===== config.mk =====
export PLATFORM = sky130hd
export DESIGN_NAME = brb_ctrl
export DESIGN_NICKNAME = d
export VERILOG_FILES = /design/src/rtl/brb_pkg.sv /design/src/rtl/brb_ctrl.sv
export SDC_FILE = /design/constraint.sdc
export NUM_CORES = 1
export LEC_CHECK = 0
export BUFFER_PORTS_ARGS = -buffer_cell sky130_fd_sc_hd__buf_2
export CAP_MARGIN = 20
export CORE_AREA = 2 2 39 41
export DETAILED_ROUTE_END_ITERATION = 16
export DIE_AREA = 0 0 41 43
export PLACE_DENSITY = 0.31
export SLEW_MARGIN = 0
export SYNTH_ARGS = -nofsm -noshare
export SYNTH_HDL_FRONTEND = slang
export SYNTH_SLANG_ARGS = --single-unit

===== constraint.sdc =====
create_clock -name clk -period 1.4 [get_ports clk]
set_clock_uncertainty 0.15 [all_clocks]
set_input_delay 0.28 -clock clk [delete_from_list [all_inputs] [get_ports clk]]
set_output_delay 0.28 -clock clk [all_outputs]
set_load 0.03 [all_outputs]

===== src/rtl/brb_pkg.sv =====
// Shared types, constants and helpers for the byte ring buffer.
package brb_pkg;

  // Ring geometry and the per-request read limit.
  localparam int DEPTH    = 1024;
  localparam int PTR_W    = $clog2(DEPTH);
  localparam int MAX_READ = 64;
  localparam int RIDX_W   = $clog2(MAX_READ + 1);

  // Request kinds carried in the kind field.
  localparam logic [2:0] KIND_ENQUEUE    = 3'd0;
  localparam logic [2:0] KIND_DEQUEUE    = 3'd1;
  localparam logic [2:0] KIND_PEEK       = 3'd2;
  localparam logic [2:0] KIND_MOVE_FRONT = 3'd3;
  localparam logic [2:0] KIND_MOVE_REAR  = 3'd4;
  localparam logic [2:0] KIND_CLEAR      = 3'd5;

  // One input transaction.
  typedef struct packed {
    logic [2:0] kind;
    logic [9:0] length;
    logic [7:0] data_in;
    logic       final_byte;
  } in_item_t;

  // One result transaction.
  typedef struct packed {
    logic [7:0]  data_out;
    logic        data_valid;
    logic [9:0]  granted;
    logic [9:0]  used_count;
    logic [9:0]  free_count;
    logic [10:0] contig_write;
    logic [9:0]  contig_read;
    logic        last;
  } out_item_t;

  // Controller states.
  typedef enum logic [2:0] {
    ST_IDLE,
    ST_EXEC,
    ST_RESP,
    ST_RD_ISSUE,
    ST_RD_OUT
  } state_t;

  // Commands from the controller to the datapath.
  typedef struct packed {
    logic take_item;
    logic execute;
    logic rd_issue;
    logic out_load_status;
    logic out_load_data;
  } ctl_cmd_t;

  // Status from the datapath to the controller.
  typedef struct packed {
    logic read_go;
    logic rd_last;
    logic out_free;
  } dp_stat_t;

  // Ring index advance with wrap at DEPTH; n is below DEPTH.
  function automatic logic [PTR_W-1:0] ptr_add(input logic [PTR_W-1:0] ptr,
                                               input logic [PTR_W-1:0] n);
    logic [PTR_W:0] sum;
    sum = {1'b0, ptr} + {1'b0, n};
    if (sum >= (PTR_W + 1)'(DEPTH)) begin
      sum = sum - (PTR_W + 1)'(DEPTH);
    end
    return sum[PTR_W-1:0];
  endfunction

endpackage


===== src/rtl/brb_ctrl.sv =====
// Controller state machine that sequences each request through the datapath.
module brb_ctrl (
  input  logic              clk,
  input  logic              rst_n,
  input  logic              in_valid,
  output logic              in_stall,
  input  brb_pkg::dp_stat_t stat,
  output brb_pkg::ctl_cmd_t cmd
);

  brb_pkg::state_t state_r;
  brb_pkg::state_t state_nxt;

  // State register.
  always_ff @(posedge clk) begin
    if (!rst_n) begin
      state_r <= brb_pkg::ST_IDLE;
    end else begin
      state_r <= state_nxt;
    end
  end

  // Next state and commands.
  always_comb begin
    state_nxt = state_r;
    cmd       = '0;
    in_stall  = 1'b1;
    unique case (state_r)
      brb_pkg::ST_IDLE: begin
        in_stall = 1'b0;
        if (in_valid) begin
          cmd.take_item = 1'b1;
          state_nxt     = brb_pkg::ST_EXEC;
        end
      end
      brb_pkg::ST_EXEC: begin
        cmd.execute = 1'b1;
        state_nxt   = stat.read_go ? brb_pkg::ST_RD_ISSUE : brb_pkg::ST_RESP;
      end
      brb_pkg::ST_RESP: begin
        if (stat.out_free) begin
          cmd.out_load_status = 1'b1;
          state_nxt           = brb_pkg::ST_IDLE;
        end
      end
      brb_pkg::ST_RD_ISSUE: begin
        cmd.rd_issue = 1'b1;
        state_nxt    = brb_pkg::ST_RD_OUT;
      end
      brb_pkg::ST_RD_OUT: begin
        if (stat.out_free) begin
          cmd.out_load_data = 1'b1;
          state_nxt = stat.rd_last ? brb_pkg::ST_IDLE : brb_pkg::ST_RD_ISSUE;
        end
      end
      default: begin
        state_nxt = brb_pkg::ST_IDLE;
      end
    endcase
  end

endmodule


==> results of run 1 <==
[Yosys cell counts]
| cell type | count |
|---|---|
| nor3_1 | 3 |
| o31a_1 | 1 |
| dfxtp_1 | 3 |
| nor2b_1 | 1 |
| nor2_1 | 4 |
| nand2b_1 | 2 |
| nand2b_4 | 1 |
| nor3_2 | 1 |
| o22ai_1 | 1 |
| or3_1 | 1 |
| o21a_1 | 1 |
| o2111a_1 | 1 |
| nand2b_2 | 1 |
| inv_1 | 3 |
| a21oi_1 | 1 |
[logic make-up (layout without fill, tap and decap cells)]
group | count (synthesis) | after routing | share of synthesized area
compound gates | 5 | 5 | 0.196
buf+inv | 3 | 25 | 0.0570
flops | 3 | 3 | 0.304
simple gates | 14 | 14 | 0.443
[critical path, stage by stage (launching register included)]
cell	delay (ns)
dfxtp_1	0.30
or3_4	0.40
nor2_4	0.09
buf_6	0.13
[routing by layer]
layer,part of all wire,global-route usage
met5,0,0
met4,0,0.0800
met3,0.066,0.0471
met2,0.60,0.150
met1,0.33,0.0965
[through the flow]
| stage | area, sq um | setup TNS [ns] |
|---|---|---|
| final | 445 | -0.640 |
| after detailed placement | 310 | 0 |
| after CTS | 438 | -0.793 |
| after floorplan | 213 | -0.0238 |
| after global routing | 445 | -0.982 |
| after global placement | 310 | 0 |
[layout make-up]
cell class              count  area (sq um)  area share
multi-input cells          19           183       0.410
clock buffers               4          26.3      0.0590
flip-flops and latches      3          62.6       0.140
well taps                  16          20.0      0.0449
inverters                   3          11.3      0.0253
repair buffers             18           143       0.320
[worst paths after layout]
path,to,slack (ns),depth (start not counted)
setup / recovery,cmd[4],-0.17,3
hold / removal,state_r[1]$_SDFFE_PN0P_,0.16,2
setup reg to reg,state_r[0]$_SDFFE_PN0P_,0.06,6
hold reg to reg,state_r[0]$_SDFFE_PN0P_,0.59,3
[repair_timing]
item,4_1_cts,5_1_grt
pin swaps,4,3
gates resized for setup,21,0
hold endpoints to repair,0,0
setup endpoints to repair,6,6
buffers inserted,3,1
[power groups by stage]
stage	clock, mW	combinational, mW	sequential (mW)
floorplan	0	0.0951	0.105
global placement	0	0.146	0.103
detailed placement	0	0.146	0.103
CTS	0.160	0.192	0.104
global route	0.171	0.204	0.105
finish	0.147	0.191	0.104
==> run metrics, run 1 <==
status=finished, violations left; failing checks=negative setup slack; worst r2r src=state_r[1]$_SDFFE_PN0P_; max reg flops=3; Critical Path Start=state_r[2]$_SDFFE_PN0P_; worst hold slack=between 0.15 and 0.2 ns; TritonCTS Buffers=3; DIE WIDTH=just over 40 um; synth unique cells=15; Area Growth Syn to Fin=125%; row count=14; post-route DRC violation count=0; final setup violation count=6; sw power=about 0.15 mW; DRT iter0 DRCs=1; vias in the first global route=~270; Net Count, Synth=31; Logic pwr share=0.432; Finished Layout Cells=between 60 and 70; Yosys reg bits=3; Sw Share=0.339; initial core utilization=0.143; HP Start=rst_n; RSZ-0062 raised after global routing=true; area leader, netlist=dfxtp_1; Hold Path Class=in -> reg; Mapped Cells=25; CTS Buffer Depth=2; CTS root buf=clkbuf_4; first-pass GRT wire length=1100 um; total standard cell area after synthesis=about 200 sq um; post-DR wirelength/cell=10.0 um; Syn. warnings=0; Max Cap Viol=0; type of origin of the critical path=register; Max Fanout on Critical Path=2; share of cells above drive strength 1=0.702; total gr overflow=0; vias per cell=between 4 and 5; port buffer count=11; core area=0.00138 sq mm; Global Route Usage Sum=0.0994; largest cells by area after synthesis=dfxtp_1 (30%), nor3_1 (7.6%), nor2_1 (7.6%); CTS hold repair buffers=0; placed cells=55; Hold Violations, Final=0; syn_area_per_cell=approximately 7.9 sq um; Clock Latency Late Sink=about 0.23 ns; Chip Height=43 um; Top-Level Pins=12; largest net degree at the start of global routing=6; most flop-heavy register=state_r; post-layout power=around 0.44 mW; pwr/cell area=~990 mW/mm^2; Routed Antenna Nets=0; minimum clock period=approximately 1.6 ns; Power Internal=about 0.29 mW; CP Data Required Time=around 0.97 ns; number of H-tree levels=1; CP arrival=approximately 1.1 ns; Final HPWL DP=between 400 and 500 um; Clock Power Share=0.333; Max Fclk=637 MHz; Place WS=0.0145 ns; largest registers=state_r: 3 flops; ANT cells=0; Worst-path clk slew=roughly 0.03 ns; Critical Path End Type=primary output; full die area=about 0.0018 sq mm; Slew Viols, Final=0; most frequent cells in the layout=buf_2 (6), buf_6 (6), buf_4 (6); Final WS setup=-0.170 ns; Max VDD drop=between 0.2 and 0.3 mV; via count=260; sequential fraction of the synthesis area=0.304; Least-Margin Pin Slew=0.201 ns; ratio of final minimum period to clock period=1.12; Rel. slew slack=0.865; TritonRoute pass-1 iters=2; CTS sink cnt=3; kind of critical path=reg -> out; Leak=0.187 nW; final WL=~630 um; antenna violations before repair=0; RePlAce Congestion=roughly 0.63; Final Net Count=54; Yosys top cell area share=0.304; CTS tree=yes; post-layout util=0.322; sequential fraction of design power=0.235; total of fill cells in the finished design=approximately 140
Note: power is estimated with default switching activity, not from simulation.
==> run 2, diff against run 1 <==
- PLACE_DENSITY: 0.31 -> default
==> run 2 against run 1 <==
Compared with the run above:
- sequential power about the same
- non-clock buffer count decreased by 3
- fmax shrank 1.5%
- critical path type unchanged
- hold slack lost 0.014 ns
- critical path depth unchanged
- the run still ends with negative setup slack left
- register-to-register slack improved by 0.06 ns
- global-route usage is 1.2 points lower
==> run metrics, run 2 (synthesis results as in run 1) <==
failing checks=negative setup slack; TritonCTS Buffers=3 (unchanged); vias per cell=4.05 (-1.9%); initial core utilization=0.143 (unchanged); RePlAce Congestion=0.623 (-1.1%); Area Growth Syn to Fin=109%; number of H-tree levels=1 (unchanged); Final WS setup=-0.194 ns (-0.0243 ns); Leak=0.170 nW (-9.1%); antenna violations before repair=0 (unchanged); final setup violation count=6 (unchanged); TritonRoute pass-1 iters=5 (+3); Critical Path End Type=primary output; Global Route Usage Sum=0.0873 (-0.0120); post-DR wirelength/cell=9.45 um (-5.9%); largest net degree at the start of global routing=8 (+2); Routed Antenna Nets=0 (unchanged); post-route DRC violation count=0 (unchanged); Max Fclk=627 MHz (-1.5%); most flop-heavy register=state_r; Rel. slew slack=0.869 (+0.00450); CTS tree=yes; full die area=0.00176 sq mm (unchanged); area of the multi-input gates=170 sq um (-6.8%); Final Net Count=51 (-5.6%); Chip Height=43 um (unchanged); Reg area=66.3 sq um (+6.0%); Max VDD drop=0.271 mV (+0.31%); Logic pwr share=0.395 (-0.037); sw power=0.144 mW (-4.2%); type of origin of the critical path=register; ANT cells=0 (unchanged); worst hold slack=0.148 ns (-0.0139 ns); Final HPWL DP=456 um (-4.7%); final WL=567 um (-10%); pwr/cell area=1020 mW/mm^2 (+3.3%); row count=14 (unchanged); Slew Viols, Final=0 (unchanged); largest registers=state_r: 3 flops; sequential fraction of design power=0.253 (+0.018); total gr overflow=0 (unchanged); DIE WIDTH=41 um (unchanged); Worst Reg-to-Reg Cells=5 (-1); CTS root buf=clkbuf_4; share of cells above drive strength 1=0.682 (-0.0203); CTS hold repair buffers=0 (unchanged); first-pass GRT wire length=986 um (-11%); Max Cap Viol=0 (unchanged); Clock Power Share=0.352 (+0.019); minimum clock period=1.59 ns (+0.0243 ns); most frequent cells in the layout=buf_2 (6), buf_6 (6); Clock Latency Late Sink=0.23 ns (about the same); DRT iter0 DRCs=1 (unchanged); post-layout power=0.424 mW (-4.0%); Max Fanout on Critical Path=3 (+1); Finished Layout Cells=60 (-4.8%); Worst-path clk slew=0.04 ns (about the same); via count=243 (-6.5%); CTS Buffer Depth=2 (unchanged); Power Internal=0.281 mW (-3.9%); Sw Share=0.338 (-0.000747); kind of critical path=reg -> out; placed cells=55 (unchanged); Hold Path Class=in -> reg; CP Data Required Time=0.97 ns (about the same); setup TNS=-0.656 ns (-0.0162 ns); CP arrival=1.16 ns (+0.02 ns); core area=0.00138 sq mm (unchanged); vias in the first global route=259 (-3.0%); ratio of final minimum period to clock period=1.14 (+0.0173); Top-Level Pins=12 (unchanged); total of fill cells in the finished design=153 (+6.3%); max reg flops=3 (unchanged); RSZ-0062 raised after global routing=true; Hold Violations, Final=0 (unchanged); Critical Path Start=state_r[2]$_SDFFE_PN0P_; post-layout util=0.299 (-0.0226); worst setup path end=cmd[4]; status=finished, violations left; r2r setup slk=0.12 ns (+0.06 ns); worst r2r src=state_r[1]$_SDFFE_PN0P_; port buffer count=11 (unchanged); Least-Margin Pin Slew=0.196 ns (-0.00520 ns); FF-to-FF End=state_r[1]$_SDFFE_PN0P_; CTS sink cnt=3 (unchanged)
run 2: changes by cell type in the layout (fill, tap and decap cells not counted):
cell,delta
buf_4,-3
dfxtp_1,-1
dfxtp_4,+1
nand2b_1,+1
nand2b_4,-1
nor2_2,+1
nor2_4,-1
run 2: layout make-up:
type                            count  area share
Inverter                            3      0.0272
Multi-Input combinational cell     19       0.411
Sequential cell                     3       0.160
Clock buffer                        4      0.0634
Timing Repair Buffer               15       0.290
Tap cell                           16      0.0483
run 2: stage by stage:
step / setup slack, ns / area (sq um)
detailed placement: 0.0000485 / 310
CTS: -0.204 / 394
global placement: 0.00105 / 310
finish: -0.194 / 414
global route: -0.245 / 414
floorplan: -0.0238 / 213
run 2: metal layers:
layer	part of all wire	global-route usage	vias up
met1	0.36	0.0804	112
met4	0	0.0800	0
met5	0	0	-
met2	0.57	0.128	6
li1	-	-	125
met3	0.069	0.0471	0
run 2: critical path: stages (launching register included):
cell,delay [ns]
dfxtp_2,0.32
or3_4,0.40
nor2_4,0.09
buf_6,0.13
run 2: worst min path at each step:
stage	from	to	slack, ns	cells after the start
final	rst_n	state_r[2]$_SDFFE_PN0P_	0.15	2
after global routing	rst_n	state_r[2]$_SDFFE_PN0P_	0.16	2
after CTS	rst_n	state_r[2]$_SDFFE_PN0P_	0.14	2
after detailed placement	rst_n	state_r[2]$_SDFFE_PN0P_	0.39	2
after global placement	rst_n	state_r[2]$_SDFFE_PN0P_	0.39	2
after floorplan	rst_n	state_r[2]$_SDFFE_PN0P_	0.25	1
run 2: power groups by stage:
stage | combinational, mW | clock [mW] | sequential (mW)
global placement | 0.135 | 0 | 0.105
detailed placement | 0.135 | 0 | 0.106
finish | 0.167 | 0.149 | 0.107
CTS | 0.162 | 0.159 | 0.107
floorplan | 0.0951 | 0 | 0.105
global route | 0.180 | 0.168 | 0.110
run 2: repair_timing:
| item | in CTS | in global routing |
|---|---|---|
| pin swaps | 2 | 3 |
| setup endpoints to repair | 6 | 6 |
| setup buffers | 1 | 0 |
| gates cloned | 0 | 0 |
| resized for setup | 15 | 6 |
==> run 3, diff against run 2 <==
- TNS_END_PERCENT: default -> 5
==> run 3 against run 2 <==
Compared with the run above:
- the flow still finishes with violations (negative setup slack)
- non-clock buffer count is 2 lower
- clock-buffer cell count unchanged
- power is 3.2% lower
- global-route usage down 0.70 points
- critical endpoint unchanged
- setup slack got worse by 0.0030 ns
- final area is 10% lower
- critical path type unchanged
==> run metrics, run 3 (synthesis results as in run 1) <==
worst r2r src=state_r[2]$_SDFFE_PN0P_; Clock Power Share=0.362 (+0.010); final WL=580 um (+2.3%); Critical Path Start=state_r[1]$_SDFFE_PN0P_; post-layout util=0.269 (-0.0307); CP Data Required Time=0.97 ns (about the same); CTS root buf=clkbuf_4; row count=14 (unchanged); ratio of final minimum period to clock period=1.14 (+0.00217); Power Internal=0.272 mW (-3.2%); placed cells=54 (-1.8%); Global Route Usage Sum=0.0803 (-0.00703); Critical Path End Type=primary output; Chip Height=43 um (unchanged); Finished Layout Cells=58 (-3.3%); Leak=0.159 nW (-6.3%); TritonCTS Buffers=3 (unchanged); port buffer count=11 (unchanged); CTS tree=yes; antenna violations before repair=0 (unchanged); CP arrival=1.17 ns (about the same); Buf+Inv Stages, Crit Path=1 (unchanged); vias in the first global route=240 (-7.3%); sw power=0.139 mW (-3.3%); Max Fclk=626 MHz (-0.19%); Max Cap Viol=0 (unchanged); max reg flops=3 (unchanged); ANT cells=0 (unchanged); core area=0.00138 sq mm (unchanged); critical path's slowest cell=or3_4; post-DR wirelength/cell=10.0 um (+5.8%); sequential fraction of design power=0.262 (+0.009); Worst-path clk slew=0.04 ns (about the same); HP Start=rst_n; Least-Margin Pin Slew=0.199 ns (+0.00331 ns); vias per cell=4.03 (-0.38%); largest registers=state_r: 3 flops; post-layout power=0.410 mW (-3.2%); Hold Path Class=in -> reg; Routed Antenna Nets=0 (unchanged); pwr/cell area=1100 mW/mm^2 (+7.8%); Sw Share=0.338 (about the same); final setup violation count=6 (unchanged); peak per-stage delay on the critical path=0.40 ns (about the same); Logic pwr share=0.376 (-0.019); Rel. slew slack=0.867 (-0.00293); Max VDD drop=0.244 mV (-10%); most frequent cells in the layout=buf_2 (6), buf_4 (4); Crit path max-delay family=simple AND/OR/NAND/NOR gates; full die area=0.00176 sq mm (unchanged); DRT iter0 DRCs=0 (-1); first-pass GRT wire length=897 um (-9.0%); RSZ-0062 raised after global routing=true; post-route DRC violation count=0 (unchanged); CTS sink cnt=3 (unchanged); Final Net Count=49 (-3.9%); failing checks=negative setup slack; worst hold endpoint=state_r[2]$_SDFFE_PN0P_; commonest non-fill, non-tap cell in the layout=buf_2; number of H-tree levels=1 (unchanged); FF-to-FF End=state_r[1]$_SDFFE_PN0P_; postcts setup bufs=0 (-1); kind of critical path=reg -> out; CTS Buffer Depth=2 (unchanged); most flop-heavy register=state_r; initial core utilization=0.143 (unchanged); minimum clock period=1.60 ns (+0.00304 ns); DIE WIDTH=41 um (unchanged); Area Growth Syn to Fin=88.0%; worst hold slack=0.148 ns (+0.0000100 ns); Hold Violations, Final=0 (unchanged); TritonRoute pass-1 iters=1 (-4); largest net degree at the start of global routing=8 (unchanged); Top-Level Pins=12 (unchanged); hold path depth=2 (unchanged); Max Fanout on Critical Path=4 (+1); cell breakdown of the critical path=or3_4, nor2_4, buf_6; total gr overflow=0 (unchanged); Worst Reg-to-Reg Cells=4 (-1); share of cells above drive strength 1=0.643 (-0.0390); via count=234 (-3.7%); Final HPWL DP=418 um (-8.4%); RePlAce Congestion=0.636 (+2.1%); Final WS setup=-0.197 ns (-0.00304 ns); Clock Latency Late Sink=0.23 ns (about the same); r2r setup slk=0.22 ns (+0.10 ns); status=finished, violations left; type of origin of the critical path=register; Slew Viols, Final=0 (unchanged)
run 3: metrics by stage:
step	area [sq um]	setup slack, ns	setup TNS (ns)
after detailed placement	300	-0.0172	-0.0172
after global placement	300	-0.00637	-0.00637
final	372	-0.197	-0.748
after CTS	367	-0.208	-0.771
after global routing	372	-0.250	-1.10
after floorplan	210	-0.0238	-0.0364
run 3: worst reg2reg max path, stage by stage, from the launching register on:
cell	delay, ns
dfxtp_2	0.33
buf_4	0.14
nand2b_1	0.12
nor3_1	0.07
o31a_1	0.27
run 3: what timing repair did:
action,4_1_cts,5_1_grt
hold buffers,0,0
setup endpoints to repair,6,6
gates resized for setup,14,1
pin swaps,1,0
run 3: how the worst max path moves through the flow:
stage	endpoint	cells past startpoint
6_report	cmd[4]	3
5_1_grt	cmd[4]	3
4_1_cts	cmd[4]	3
3_5_place_dp	cmd[4]	3
3_3_place_gp	cmd[4]	3
2_1_floorplan	cmd[4]	2
run 3: area by class of cell:
cell class / count / area [sq um]
Sequential cell: 3 / 63.8
Tap cell: 16 / 20.0
Fill cell: 164 / 1010
Multi-Input combinational cell: 19 / 156
Inverter: 3 / 11.3
Timing Repair Buffer: 13 / 93.8
Clock buffer: 4 / 26.3
run 3: power groups by stage:
stage | logic (mW) | registers, mW | clock network (mW)
5_1_grt | 0.166 | 0.109 | 0.169
4_1_cts | 0.150 | 0.107 | 0.159
6_report | 0.154 | 0.108 | 0.148
3_5_place_dp | 0.132 | 0.107 | 0
2_1_floorplan | 0.0943 | 0.105 | 0
3_3_place_gp | 0.132 | 0.107 | 0
run 3: layer usage:
metal  vias up  share of wire  track usage
met2         6           0.59        0.116
met1       107           0.34       0.0804
met4         0              0       0.0600
met3         0          0.071       0.0471
li1        121              -            -
met5         -              0            0
